==> config.mk <==
export PLATFORM = sky130hd
export DESIGN_NAME = multi_channel_heartbeat_monitor
export DESIGN_NICKNAME = d
export VERILOG_FILES = /design/src/rtl/mchb_pkg.sv /design/src/rtl/mchb_front.sv /design/src/rtl/mchb_back.sv /design/src/rtl/multi_channel_heartbeat_monitor.sv
export VERILOG_INCLUDE_DIRS = /design/src /design/src/rtl
export SDC_FILE = /design/constraint.sdc
export NUM_CORES = 2
export LEC_CHECK = 0
export ABC_AREA = 1
export BUFFER_PORTS_ARGS = -buffer_cell sky130_fd_sc_hd__buf_2
export CORE_ASPECT_RATIO = 0.5
export CORE_MARGIN = 8
export CORE_UTILIZATION = 63
export CTS_CLUSTER_SIZE = 8
export DETAILED_ROUTE_END_ITERATION = 8
export PLACE_DENSITY = 0.79
export SLEW_MARGIN = 40
export SYNTH_ARGS = -nofsm -noshare
export SYNTH_HDL_FRONTEND = slang
export SYNTH_SLANG_ARGS = --single-unit
==> constraint.sdc <==
create_clock -name clk -period 12.9 [get_ports clk]
set_clock_uncertainty 0.15 [all_clocks]
set_input_delay 0 -clock clk [delete_from_list [all_inputs] [get_ports clk]]
set_output_delay 0 -clock clk [all_outputs]
set_load 0.02 [all_outputs]
==> src/rtl/multi_channel_heartbeat_monitor_defines.svh <==
// Assertion macros shared by the heartbeat monitor RTL.
// Expects clk and arst_n in the scope where a macro is used.
`ifndef MULTI_CHANNEL_HEARTBEAT_MONITOR_DEFINES_SVH
`define MULTI_CHANNEL_HEARTBEAT_MONITOR_DEFINES_SVH

// Same-cycle implication.
`define MCHB_ASSERT_IMP(lbl, ante, cons, msg) \
	lbl: assert property (@(posedge clk) disable iff (!arst_n) (ante) |-> (cons)) \
		else $error(msg);

// Next-cycle implication.
`define MCHB_ASSERT_NXT(lbl, ante, cons, msg) \
	lbl: assert property (@(posedge clk) disable iff (!arst_n) (ante) |=> (cons)) \
		else $error(msg);

`endif

==> src/rtl/mchb_pkg.sv <==
// Shared types and constants of the heartbeat monitor.
// No dependencies; used by every module of the block.
package mchb_pkg;

	localparam int DEVICES       = 11;
	localparam int TIME_BITS     = 32;
	localparam int IDX_BITS      = $clog2(DEVICES);
	localparam int DEV_BITS      = 4;
	localparam int LIMIT_BITS    = 16;
	localparam int GAP_BITS      = 32;
	localparam int CFG_IDX_BITS  = 2;
	localparam int CFG_DATA_BITS = 16;

	localparam logic [LIMIT_BITS-1:0] RST_LIMIT_FIRST = 16'd50;
	localparam logic [LIMIT_BITS-1:0] RST_LIMIT_REST  = 16'd1000;
	localparam logic [LIMIT_BITS-1:0] RST_WARMUP      = 16'd5000;
	localparam logic [GAP_BITS-1:0]   RST_GAP         = GAP_BITS'(1);
	localparam logic [GAP_BITS-1:0]   GAP_MAX         = {GAP_BITS{1'b1}};

	localparam logic [CFG_IDX_BITS-1:0] CFG_LIMIT_FIRST = 2'd0;
	localparam logic [CFG_IDX_BITS-1:0] CFG_LIMIT_REST  = 2'd1;
	localparam logic [CFG_IDX_BITS-1:0] CFG_ENABLE      = 2'd2;
	localparam logic [CFG_IDX_BITS-1:0] CFG_WARMUP      = 2'd3;

	typedef enum logic [1:0] {
		CMD_TICK,
		CMD_BEAT,
		CMD_NOP
	} cmd_kind_t;

	typedef struct packed {
		cmd_kind_t           kind;
		logic                dev_ok;
		logic [DEV_BITS-1:0] dev;
	} cmd_t;

	typedef struct packed {
		logic [LIMIT_BITS-1:0] limit_first;
		logic [LIMIT_BITS-1:0] limit_rest;
		logic [DEVICES-1:0]    enable;
		logic [LIMIT_BITS-1:0] warmup;
	} cfg_t;

	// Clamp an interval to the width of the reported worst interval.
	function automatic logic [GAP_BITS-1:0] sat_gap(input logic [TIME_BITS-1:0] gap);
		logic [63:0] wide;
		wide = 64'(gap);
		if (wide > 64'(GAP_MAX)) begin
			sat_gap = GAP_MAX;
		end else begin
			sat_gap = GAP_BITS'(wide);
		end
	endfunction

endpackage

==> src/rtl/mchb_front.sv <==
// Front end of the heartbeat monitor: accepts requests, classifies them
// and holds them in a two-entry command queue. Depends on mchb_pkg.
module mchb_front import mchb_pkg::*; (
	input  logic                clk,
	input  logic                arst_n,
	input  logic                push,
	output logic                full,
	input  logic                req_type,
	input  logic [DEV_BITS-1:0] device,
	output logic                cmd_vld,
	input  logic                cmd_rdy,
	output cmd_t                cmd
);

	cmd_t       slot_q [2];
	logic       wr_ptr_q;
	logic       rd_ptr_q;
	logic [1:0] cnt_q;
	cmd_t       cls;
	logic       do_push;
	logic       do_pop;

	// A heartbeat for a device that does not exist changes nothing.
	always_comb begin
		cls.dev    = device;
		cls.dev_ok = (32'(device) < DEVICES);
		if (!req_type) begin
			cls.kind = CMD_TICK;
		end else if (cls.dev_ok) begin
			cls.kind = CMD_BEAT;
		end else begin
			cls.kind = CMD_NOP;
		end
	end

	assign full    = (cnt_q == 2'd2);
	assign cmd_vld = (cnt_q != 2'd0);
	assign cmd     = slot_q[rd_ptr_q];
	assign do_push = push && !full;
	assign do_pop  = cmd_vld && cmd_rdy;

	always_ff @(posedge clk) begin
		if (do_push) begin
			slot_q[wr_ptr_q] <= cls;
		end
	end

	always_ff @(posedge clk or negedge arst_n) begin
		if (!arst_n) begin
			wr_ptr_q <= 1'b0;
			rd_ptr_q <= 1'b0;
			cnt_q    <= 2'd0;
		end else begin
			if (do_push) begin
				wr_ptr_q <= !wr_ptr_q;
			end
			if (do_pop) begin
				rd_ptr_q <= !rd_ptr_q;
			end
			case ({do_push, do_pop})
				2'b10:   cnt_q <= cnt_q + 2'd1;
				2'b01:   cnt_q <= cnt_q - 2'd1;
				default: cnt_q <= cnt_q;
			endcase
		end
	end

endmodule

==> src/rtl/mchb_back.sv <==
// Back end of the heartbeat monitor: runs heartbeat stamps and the
// per-tick device scan, and holds the result register. Depends on mchb_pkg.
`include "multi_channel_heartbeat_monitor_defines.svh"
module mchb_back import mchb_pkg::*; (
	input  logic                 clk,
	input  logic                 arst_n,
	input  cfg_t                 cfg,
	input  logic                 cmd_vld,
	output logic                 cmd_rdy,
	input  cmd_t                 cmd,
	output logic                 empty,
	input  logic                 pop,
	output logic [DEVICES-1:0]   error_flags,
	output logic                 any_error,
	output logic                 device_error,
	output logic [GAP_BITS-1:0]  worst_interval
);

	typedef enum logic [2:0] {
		ST_IDLE,
		ST_TICK,
		ST_SCAN,
		ST_DRAIN,
		ST_HB_RD,
		ST_HB_WR,
		ST_RES
	} state_t;

	state_t                state_q;
	logic [TIME_BITS-1:0]  now_q;
	logic [IDX_BITS-1:0]   scan_idx_q;
	logic [DEV_BITS-1:0]   dev_q;
	logic                  dev_ok_q;
	logic [DEVICES-1:0]    offline_q;
	logic                  any_q;
	logic                  out_vld_q;
	logic [DEVICES-1:0]    out_flags_q;
	logic                  out_any_q;
	logic                  out_dev_err_q;
	logic [GAP_BITS-1:0]   out_worst_q;
	logic                  res_load;

	// Per-device stores; an entry whose valid bit is clear reads as its reset value.
	logic [TIME_BITS-1:0]  latest_mem   [DEVICES];
	logic [TIME_BITS-1:0]  previous_mem [DEVICES];
	logic [GAP_BITS-1:0]   gap_mem      [DEVICES];
	logic [DEVICES-1:0]    beat_vld_q;
	logic [DEVICES-1:0]    gap_vld_q;

	logic [IDX_BITS-1:0]   rd_addr;
	logic [IDX_BITS-1:0]   dev_idx;
	logic                  beat_wr;
	logic                  gap_wr;

	// Stage 2: read data of one entry.
	logic                  v_s2;
	logic [IDX_BITS-1:0]   idx_s2;
	logic [TIME_BITS-1:0]  lat_rd_s2;
	logic [TIME_BITS-1:0]  prv_rd_s2;
	logic                  bvld_s2;
	logic [GAP_BITS-1:0]   gap_rd_s2;
	logic                  gvld_s2;

	logic [TIME_BITS-1:0]  lat_eff;
	logic [TIME_BITS-1:0]  prv_eff;
	logic [GAP_BITS-1:0]   gap_eff;
	logic [LIMIT_BITS-1:0] limit_s2;
	logic [TIME_BITS-1:0]  silence;

	// Stage 3: classified entry, written back.
	logic                  v_s3;
	logic [IDX_BITS-1:0]   idx_s3;
	logic                  en_s3;
	logic                  over_s3;
	logic                  grow_s3;
	logic [GAP_BITS-1:0]   gapv_s3;
	logic [GAP_BITS-1:0]   gap_old_s3;

	assign dev_idx = IDX_BITS'(dev_q);
	assign rd_addr = (state_q == ST_SCAN) ? scan_idx_q : dev_idx;
	assign cmd_rdy = (state_q == ST_IDLE);
	assign beat_wr = (state_q == ST_HB_WR);
	assign gap_wr  = v_s3 && en_s3 && !over_s3 && grow_s3 && (gapv_s3 > gap_old_s3);

	// A new result is loaded when the result register is free or being read out.
	assign res_load = (state_q == ST_RES) && (!out_vld_q || pop);

	assign lat_eff  = bvld_s2 ? lat_rd_s2 : '0;
	assign prv_eff  = bvld_s2 ? prv_rd_s2 : '0;
	assign gap_eff  = gvld_s2 ? gap_rd_s2 : RST_GAP;
	assign limit_s2 = (idx_s2 == '0) ? cfg.limit_first : cfg.limit_rest;
	assign silence  = now_q - lat_eff;

	always_ff @(posedge clk) begin
		lat_rd_s2 <= latest_mem[rd_addr];
		prv_rd_s2 <= previous_mem[rd_addr];
		gap_rd_s2 <= gap_mem[rd_addr];
		bvld_s2   <= beat_vld_q[rd_addr];
		gvld_s2   <= gap_vld_q[rd_addr];
		idx_s2    <= rd_addr;
		if (beat_wr) begin
			previous_mem[dev_idx] <= lat_eff;
			latest_mem[dev_idx]   <= now_q;
		end
		if (gap_wr) begin
			gap_mem[idx_s3] <= gapv_s3;
		end
		idx_s3     <= idx_s2;
		en_s3      <= cfg.enable[idx_s2];
		over_s3    <= (silence > TIME_BITS'(limit_s2));
		grow_s3    <= (lat_eff > prv_eff) && (now_q > TIME_BITS'(cfg.warmup));
		gapv_s3    <= sat_gap(lat_eff - prv_eff);
		gap_old_s3 <= gap_eff;
	end

	always_ff @(posedge clk or negedge arst_n) begin
		if (!arst_n) begin
			v_s2       <= 1'b0;
			v_s3       <= 1'b0;
			beat_vld_q <= '0;
			gap_vld_q  <= '0;
		end else begin
			v_s2 <= (state_q == ST_SCAN);
			v_s3 <= v_s2;
			if (beat_wr) begin
				beat_vld_q[dev_idx] <= 1'b1;
			end
			if (gap_wr) begin
				gap_vld_q[idx_s3] <= 1'b1;
			end
		end
	end

	always_ff @(posedge clk or negedge arst_n) begin
		if (!arst_n) begin
			state_q       <= ST_IDLE;
			now_q         <= '0;
			scan_idx_q    <= '0;
			dev_q         <= '0;
			dev_ok_q      <= 1'b0;
			offline_q     <= '0;
			any_q         <= 1'b0;
			out_vld_q     <= 1'b0;
			out_flags_q   <= '0;
			out_any_q     <= 1'b0;
			out_dev_err_q <= 1'b0;
			out_worst_q   <= '0;
		end else begin
			if (res_load) begin
				out_vld_q <= 1'b1;
			end else if (pop && out_vld_q) begin
				out_vld_q <= 1'b0;
			end
			if (v_s3 && en_s3) begin
				offline_q[idx_s3] <= over_s3;
				if (over_s3) begin
					any_q <= 1'b1;
				end
			end
			case (state_q)
				ST_IDLE: begin
					if (cmd_vld) begin
						dev_q    <= cmd.dev;
						dev_ok_q <= cmd.dev_ok;
						case (cmd.kind)
							CMD_TICK: state_q <= ST_TICK;
							CMD_BEAT: state_q <= ST_HB_RD;
							default:  state_q <= ST_RES;
						endcase
					end
				end
				ST_TICK: begin
					now_q      <= now_q + TIME_BITS'(1);
					any_q      <= 1'b0;
					scan_idx_q <= '0;
					state_q    <= ST_SCAN;
				end
				ST_SCAN: begin
					if (scan_idx_q == IDX_BITS'(DEVICES - 1)) begin
						state_q <= ST_DRAIN;
					end else begin
						scan_idx_q <= scan_idx_q + IDX_BITS'(1);
					end
				end
				ST_DRAIN: begin
					// The read issued in the cycle the pipeline is empty sees every write.
					if (!v_s2 && !v_s3) begin
						state_q <= ST_RES;
					end
				end
				ST_HB_RD: begin
					state_q <= ST_HB_WR;
				end
				ST_HB_WR: begin
					state_q <= ST_RES;
				end
				ST_RES: begin
					if (res_load) begin
						out_flags_q   <= offline_q;
						out_any_q     <= any_q;
						out_dev_err_q <= dev_ok_q && offline_q[dev_idx];
						out_worst_q   <= dev_ok_q ? gap_eff : '0;
						state_q       <= ST_IDLE;
					end
				end
				default: state_q <= ST_IDLE;
			endcase
		end
	end

	assign empty          = !out_vld_q;
	assign error_flags    = out_flags_q;
	assign any_error      = out_any_q;
	assign device_error   = out_dev_err_q;
	assign worst_interval = out_worst_q;

	`MCHB_ASSERT_NXT(a_scan_start, state_q == ST_TICK, scan_idx_q == '0 && !any_q && state_q == ST_SCAN, "scan did not start from a clean state")
	`MCHB_ASSERT_IMP(a_idle_drained, cmd_rdy, !v_s2 && !v_s3, "command taken while the scan pipeline is busy")
	`MCHB_ASSERT_NXT(a_result_held, out_vld_q && !pop, out_vld_q && $stable(out_worst_q), "pending result lost or changed")
	`MCHB_ASSERT_IMP(a_no_beat_in_scan, beat_wr, !v_s2 && !v_s3, "heartbeat stamp overlaps the scan")

endmodule

==> src/rtl/multi_channel_heartbeat_monitor.sv <==
// Top level of the heartbeat monitor: configuration registers, front end
// and back end. Depends on mchb_pkg, mchb_front and mchb_back.
//
// Requests enter through push/full: req_type 0 advances time by one tick and
// scans all devices, req_type 1 stamps a heartbeat for the given device.
// Every request gives exactly one result, read through empty/pop; the result
// reports all offline flags, the any-error flag (LED drive) and the flag and
// worst heartbeat interval of the named device.
// A two-entry command queue sits between the front end and the back end, so
// up to two requests are taken while the back end is busy or a result waits.
// Back end steps per request: a tick runs start, a scan of every device
// through the scan pipeline, pipeline drain and result load; a heartbeat
// reads and then writes the device's entry and loads the result; a heartbeat
// for a nonexistent device goes straight to result load. The back end takes
// a new request only when it is through with the last one. The scan pipeline
// and its single read port make the tick the longest request.
// When the receiver stalls, the result register holds and the back end
// waits, then the queue fills and full rises.
// Reset clears time, heartbeat history, flags and worst intervals, and loads
// the default limits; no clearing pass is needed.
// Configuration writes through cfg_we/cfg_index/cfg_wdata take effect at once.
module multi_channel_heartbeat_monitor import mchb_pkg::*; (
	input  logic                     clk,
	input  logic                     arst_n,
	input  logic                     push,
	output logic                     full,
	input  logic                     req_type,
	input  logic [DEV_BITS-1:0]      device,
	output logic                     empty,
	input  logic                     pop,
	output logic [DEVICES-1:0]       error_flags,
	output logic                     any_error,
	output logic                     device_error,
	output logic [GAP_BITS-1:0]      worst_interval,
	input  logic                     cfg_we,
	input  logic [CFG_IDX_BITS-1:0]  cfg_index,
	input  logic [CFG_DATA_BITS-1:0] cfg_wdata
);

	cfg_t cfg_q;
	logic cmd_vld;
	logic cmd_rdy;
	cmd_t cmd;

	always_ff @(posedge clk or negedge arst_n) begin
		if (!arst_n) begin
			cfg_q.limit_first <= RST_LIMIT_FIRST;
			cfg_q.limit_rest  <= RST_LIMIT_REST;
			cfg_q.enable      <= '1;
			cfg_q.warmup      <= RST_WARMUP;
		end else if (cfg_we) begin
			case (cfg_index)
				CFG_LIMIT_FIRST: cfg_q.limit_first <= LIMIT_BITS'(cfg_wdata);
				CFG_LIMIT_REST:  cfg_q.limit_rest  <= LIMIT_BITS'(cfg_wdata);
				CFG_ENABLE:      cfg_q.enable      <= cfg_wdata[DEVICES-1:0];
				CFG_WARMUP:      cfg_q.warmup      <= LIMIT_BITS'(cfg_wdata);
				default:         cfg_q             <= cfg_q;
			endcase
		end
	end

	mchb_front u_front (
		.clk      (clk),
		.arst_n   (arst_n),
		.push     (push),
		.full     (full),
		.req_type (req_type),
		.device   (device),
		.cmd_vld  (cmd_vld),
		.cmd_rdy  (cmd_rdy),
		.cmd      (cmd)
	);

	mchb_back u_back (
		.clk            (clk),
		.arst_n         (arst_n),
		.cfg            (cfg_q),
		.cmd_vld        (cmd_vld),
		.cmd_rdy        (cmd_rdy),
		.cmd            (cmd),
		.empty          (empty),
		.pop            (pop),
		.error_flags    (error_flags),
		.any_error      (any_error),
		.device_error   (device_error),
		.worst_interval (worst_interval)
	);

endmodule
Word level (Yosys, flattened, before mapping) --
Memories as Yosys holds them, arrays and structs flattened. A register that Yosys moved wholly into a read port is not among the register bits. Cells that the tools add are included.
Storage, ports and cells: register bits after elaboration 266, RAM bits 1070, input port bits 28, output and inout port bits 47, logic and storage cells 155, memories 4
Cells by class: add/subtract/negate cells 6, magnitude comparators 11, eq/ne operators 19, multiplexer cells 41, bitwise gates (word level) 2, reductions and logical operators 40
Memories:
- u_back.gap_mem | words 11, width 32, read ports 1, clocked after Yosys merged registers in 1, write ports 1, line mchb_back.sv:46 | logic [GAP_BITS-1:0] gap_mem [DEVICES];
- u_back.latest_mem | words 11, width 32, read ports 1, clocked after Yosys merged registers in 1, write ports 1, line mchb_back.sv:44 | logic [TIME_BITS-1:0] latest_mem [DEVICES];
- u_back.previous_mem | words 11, width 32, read ports 1, clocked after Yosys merged registers in 1, write ports 1, line mchb_back.sv:45 | logic [TIME_BITS-1:0] previous_mem [DEVICES];
- u_front.slot_q | words 2, width 7, read ports 1, clocked after Yosys merged registers in 0, write ports 1, line mchb_front.sv:15 | cmd_t slot_q [2];
Operators with widths (count):
- 32-bit two-way mux | 4
- 32-bit by 16-bit > comparator with 1-bit output | 2
- 32-bit > comparator | 2
- 32-bit subtractor | 2
- 32-bit by 1-bit adder with 32-bit output (second input constant) | 1
- 11-bit bitwise OR | 2
- 3-bit case mux with 7 select lines | 1
- 4-bit by 5-bit < comparator with 1-bit output (second input constant) | 4
- 1-bit two-way mux | 17
- 1-bit binary-select mux with 4-bit select | 4
- 16-bit two-way mux | 1
- 2-bit AND reduction | 8
- 1-bit logical AND | 13
- 3-bit two-way mux | 4
- 2-bit nonzero test | 6
- 11-bit bitwise mux | 1
- 3-bit == test (second input constant) | 3
- 1-bit demux with 4-bit select | 2
- 2-bit == test (second input constant) | 4
- 4-bit by 1-bit >= comparator with 1-bit output (second input constant) | 2
- 4-bit two-way mux | 2
- 4-bit case mux with 2 select lines | 1
- 1-bit logical NOT | 7
- 2-bit by 1-bit == test with 1-bit output (second input constant) | 3
- 17 further kinds | 23

Logic depth before layout (Yosys ltp) --
word-level depth 6, gate-level depth with buffers 27, depth with buffers taken out 25

Cells and area by module --
A second synthesis with hierarchy kept.
Unflattened totals: cells, all modules 5343, area total of the unflattened synthesis 59901.2 um^2
By module, submodules not included:
- mchb_back | instances 1, cells each 5004, area an instance 56635.6 um^2, seq. area each 38326.8 um^2
- multi_channel_heartbeat_monitor | instances 1, cells each 264, area an instance 2486.1 um^2, seq. area each 1507.7 um^2
- mchb_front | instances 1, cells each 75, area an instance 779.5 um^2, seq. area each 520.5 um^2

Worst setup path before layout --
OpenSTA, ideal clock, no wires.
path type register to register, start point register u_back.state_q[1], end point register u_back.beat_vld_q[2], setup time 0.092 ns, arrival 5.816 ns, required time 12.658 ns, setup slack 6.842 ns, cell stages (with the launch flop) 7, path buffers 0, period minus slack after synthesis 6.058 ns, path through dfrtp_1 > inv_1 > nand2_1 > nor2_1 > nand2_1 > nor3_1 > or2_2
Between the ends: longest elaborated chain between the ends 1
Ends and longest elaborated chain:
- start, declared | line mchb_back.sv:29 | state_t state_q;
- start signal, assigned | line mchb_back.sv:136 | state_q <= ST_IDLE;
- start signal, assigned | line mchb_back.sv:166 | CMD_TICK: state_q <= ST_TICK;
- start signal, assigned | line mchb_back.sv:167 | CMD_BEAT: state_q <= ST_HB_RD;
- 3-bit == test | line mchb_back.sv:82 | assign beat_wr = (state_q == ST_HB_WR);
- end signal, assigned | line mchb_back.sv:120 | beat_vld_q <= '0;
- end signal, assigned by index | line mchb_back.sv:126 | beat_vld_q[dev_idx] <= 1'b1;
- end, declared | line mchb_back.sv:47 | logic [DEVICES-1:0] beat_vld_q;
Every way passes these cells. A chain may end at the register's enable or synchronous reset.

Final worst setup path --
start point register u_back.bvld_s2, end point register u_back.over_s3
Between the ends: longest elaborated chain between the ends 3
Ends and longest elaborated chain:
- start, declared | line mchb_back.sv:60 | logic bvld_s2;
- start signal, assigned | line mchb_back.sv:98 | bvld_s2 <= beat_vld_q[rd_addr];
- 32-bit two-way mux | line mchb_back.sv:88 | assign lat_eff = bvld_s2 ? lat_rd_s2 : '0;
- named net u_back.lat_eff[1] | line mchb_back.sv:64 | logic [TIME_BITS-1:0] lat_eff;
- 32-bit subtractor | line mchb_back.sv:92 | assign silence = now_q - lat_eff;
- 32-bit by 16-bit > comparator with 1-bit output | line mchb_back.sv:110 | over_s3 <= (silence > TIME_BITS'(limit_s2));
- end signal, assigned | line mchb_back.sv:110
- end, declared | line mchb_back.sv:74 | logic over_s3;
The timed path passes the listed nets, and every way through them passes these cells.

==> impl_metrics.yaml <==
synthesis:
  muxShareOfSynthArea_pct: 0.286
  synth_adder_area_share_pct: 2.84
  syn_inst: 5233
  synth_edf_count: 1070
  syn-num-nets: 5396
  synth_compound_area_share_pct: 12.2
  synth_cell_type_count: 59
  async_flop_share_pct: 13.2
  synth.top_cells.by_area: "edfxtp_1 54%, dfrtp_1 6.8%, dfxtp_1 5.8%"
  yosysWarnings: 0
  synth_top_family_by_area: "compound AO/OA/AOI/OAI gates"
  seq_area_frac_synth_pct: 67.3
  synth-main-ff-cell: "edfxtp_1"
  ys_ff_latch: 1432
  yosys.area_share.simple_pct: 11.8
  synth_top_area_share_pct: 53.6
  netlist_area_um2: 60000
  synth.avg_cell_area_um2: 11.5
  yosys.area.top_type: "edfxtp_1"
  synth-xor-area-share_pct: 1.10
route:
  drtIter0Drc: 5525
  via_count: 41800
  wl_mm: 157
  dr_wl_met2_mm: 72.3
  ant_nets: 0
  drt_drc_violations_left: 0
  wire_per_inst_um: 23.1
  wl_met3_mm: 16.6
  wl_met1_mm: 63.9
  first_pass_iters: 8
  vias_per_cell: 6.15
  highest_layer: "met5"
sta:
  timing.fmax_ghz: 0.213
  timing.slew.headroom_pct: 39.8
  final_max_slew_viol_count: 0
  finalSetupViolCount: 0
  tightest_slew_ns: 0.904
  finalHoldViolCount: 0
  fin_crit_ns: 4.70
  setup_ws_ns: 8.20
  tns_ns: 0
  rsz0062_at_grt: "no"
  min_period_over_period_pct: 36.4
  worst_hold_slack_ns: 0.0901
finish:
  nFillCells: 6117
  layout-drive-gt1-share_pct: 9.15
  layout_common_cells: "1070 x edfxtp_1, 791 x nand2_1, 582 x o21ai_0"
  stdcell_area_um2: 67800
  final_common_cell: "edfxtp_1"
  nets: 5532
  diodes: 0
  areaGrowthSynthToFinish_pct: 13.1
placed_design:
  placed_cell_area_um2: 61400
  place.gp.congestion: 0.932
  place_hpwl_mm: 88.2
  portBuffers: 74
  pre_cts_slack_ns: 8.28
grt:
  grt_max_degree: 201
  grt_usage_pct: 29.2
  antenna_found_initial: 1
  grt_pass1_wl_mm: 238
  grt_overflow: 0
  grt_pass1_vias: 41100
clock_tree:
  cts_tree: "yes"
  cts.clk_slew.worst_paths_ns: 0.05
  ctsHtreeMaxLevel: 4
  post-cts-setup-buffers: 0
  clock_latency_ns: 0.80
  clk_path_buf_depth: 3
  cts.hold.buffers_added: 59
  cts.sink_count: 1432
  cts_buffers: 196
  cts_resized: 0
  root_buffer: "clkbuf_16"
worst_setup_path:
  cpMaxStageDelayCell: "inv_1"
  crit_type: "reg2reg"
  r2r_slack_ns: 8.20
  startpoint: "u_back.bvld_s2"
  r2r_end: "u_back.over_s3"
  worstRegToRegCells: 25
  cpMostUsedCell: "nand2_1"
  worstReg2RegStart: "u_back.bvld_s2"
  worst_setup_path_end_kind: "flip-flop"
  startpoint_type: "flip-flop"
  arrival_ns: 5.19
  cp_max_fo: 64
  cp_data_required_time_ns: 13.39
  crit_end: "u_back.over_s3"
  slowest_delay_ns: 0.57
run_status:
  run_status: "finished clean"
floorplanning:
  core_um2: 94800
  die_y_um: 234
  initial_core_util_pct: 63.3
  die_w_um: 452
  ios: 75
  row_count: 80
  die-area_um2: 106000
power_and_ir_drop:
  power.density_nw_per_um2: 272
  ir_drop_uv: 280
  power_leakage_nw: 25.5
hold_path:
  hp-class: "in2reg"
flow_run:
  maxCapViolCount: 0
where the power goes:
part / switching [W] / leakage (nW) / internal [W]
registers: 0.000423 / 13.0 / 0.00576
logic: 0.00519 / 9.80 / 0.00226
clock network: 0.00192 / 2.72 / 0.00287
worst max-delay path: cells and delay by family (launching register included):
| family | cells | cell delay [ns] |
|---|---|---|
| AO/OA/AOI/OAI | 2 | 0.29 |
| flip-flops | 1 | 0.32 |
| buffers and inverters | 4 | 1.22 |
| adder cells (fa/ha/maj) | 2 | 0.54 |
| AND/OR/NAND/NOR | 16 | 1.85 |
| XOR/XNOR | 1 | 0.18 |
sequential cells by signal, indices dropped and copies added (netlist names), 2 cells and up:
register,cells
u_back.latest_mem,352
u_back.gap_old_s3,32
u_back.gap_mem,352
cfg_q,59
u_back.idx_s3,4
u_back.dev_idx,4
u_back.now_q,32
u_back.worst_interval,32
u_back.gap_rd_s2,32
u_back.gap_vld_q,11
u_back.beat_vld_q,11
u_back.prv_rd_s2,32
u_back.state_q,3
u_back.previous_mem,352
u_back.lat_rd_s2,32
u_back.error_flags,11
u_back.offline_q,11
u_front.slot_q,14
u_back.scan_idx_q,4
u_back.idx_s2,4
u_back.gapv_s3,32
u_front.cnt_q,2
metal layers:
metal	track usage (%)	vias to the layer above
met3	6.08	320
met1	40.6	20400
met5	0	-
met2	46.2	2365
li1	-	18700
met4	10.1	2
Yosys cell counts (all sizes together) (6+ instances only):
library cell,n
a21boi,6
a21oi,98
buf,132
clkbuf,120
dfrtp,164
dfstp,25
dfxtp,173
edfxtp,1070
ha,133
inv,380
mux2i,16
nand2,792
nand3,181
nand4,27
nor2,398
nor3,29
nor4,7
o211ai,104
o21ai,844
o21bai,105
o22ai,102
o31ai,8
or2,202
xnor2,17
xor2,58
logic make-up (layout without fill, tap and decap cells):
family,after synthesis,count (layout)
compound gates,1299,1299
fa+ha+maj,135,135
flops,1432,1432
simple gates,1643,1643
mux,17,17
buf+inv,632,929
xor+xnor,75,75
stage by stage:
| step | util (%) | std cells | total power (W) |
|---|---|---|---|
| finish | 71.5 | 6801 | 0.0184 |
| global route | 71.5 | 6801 | 0.0194 |
| CTS | 71.4 | 6797 | 0.0183 |
| detailed placement | 64.7 | 6379 | 0.0134 |
| global placement | 64.5 | 6374 | 0.0131 |
| floorplan | - | 5233 | 0.0113 |
worst min path at each step:
stage	to	start	slack [ns]	depth (start not counted)
finish	u_front.slot_q[1][5]	device[0]	0.09	4
detailed placement	cfg_q[51]	arst_n	-0.1	1
global placement	u_front.slot_q[1][1]	device[1]	0.05	1
global route	u_front.slot_q[1][5]	device[0]	0.1	4
CTS	u_front.slot_q[1][5]	device[1]	0.02	4
floorplan	cfg_q[0]	arst_n	-0.45	0
area by class of cell:
class / instances / area [µm²] / share of cell area [%]
Sequential cell: 1432 / 40400 / 59.5
Tap cell: 1271 / 1590 / 2.35
Timing Repair Buffer: 190 / 1630 / 2.40
Multi-Input combinational cell: 3169 / 17000 / 25.1
Clock buffer: 346 / 5510 / 8.13
Inverter: 380 / 1450 / 2.14
Clock inverter: 13 / 221 / 0.327
(Power assumes the default switching activity.)
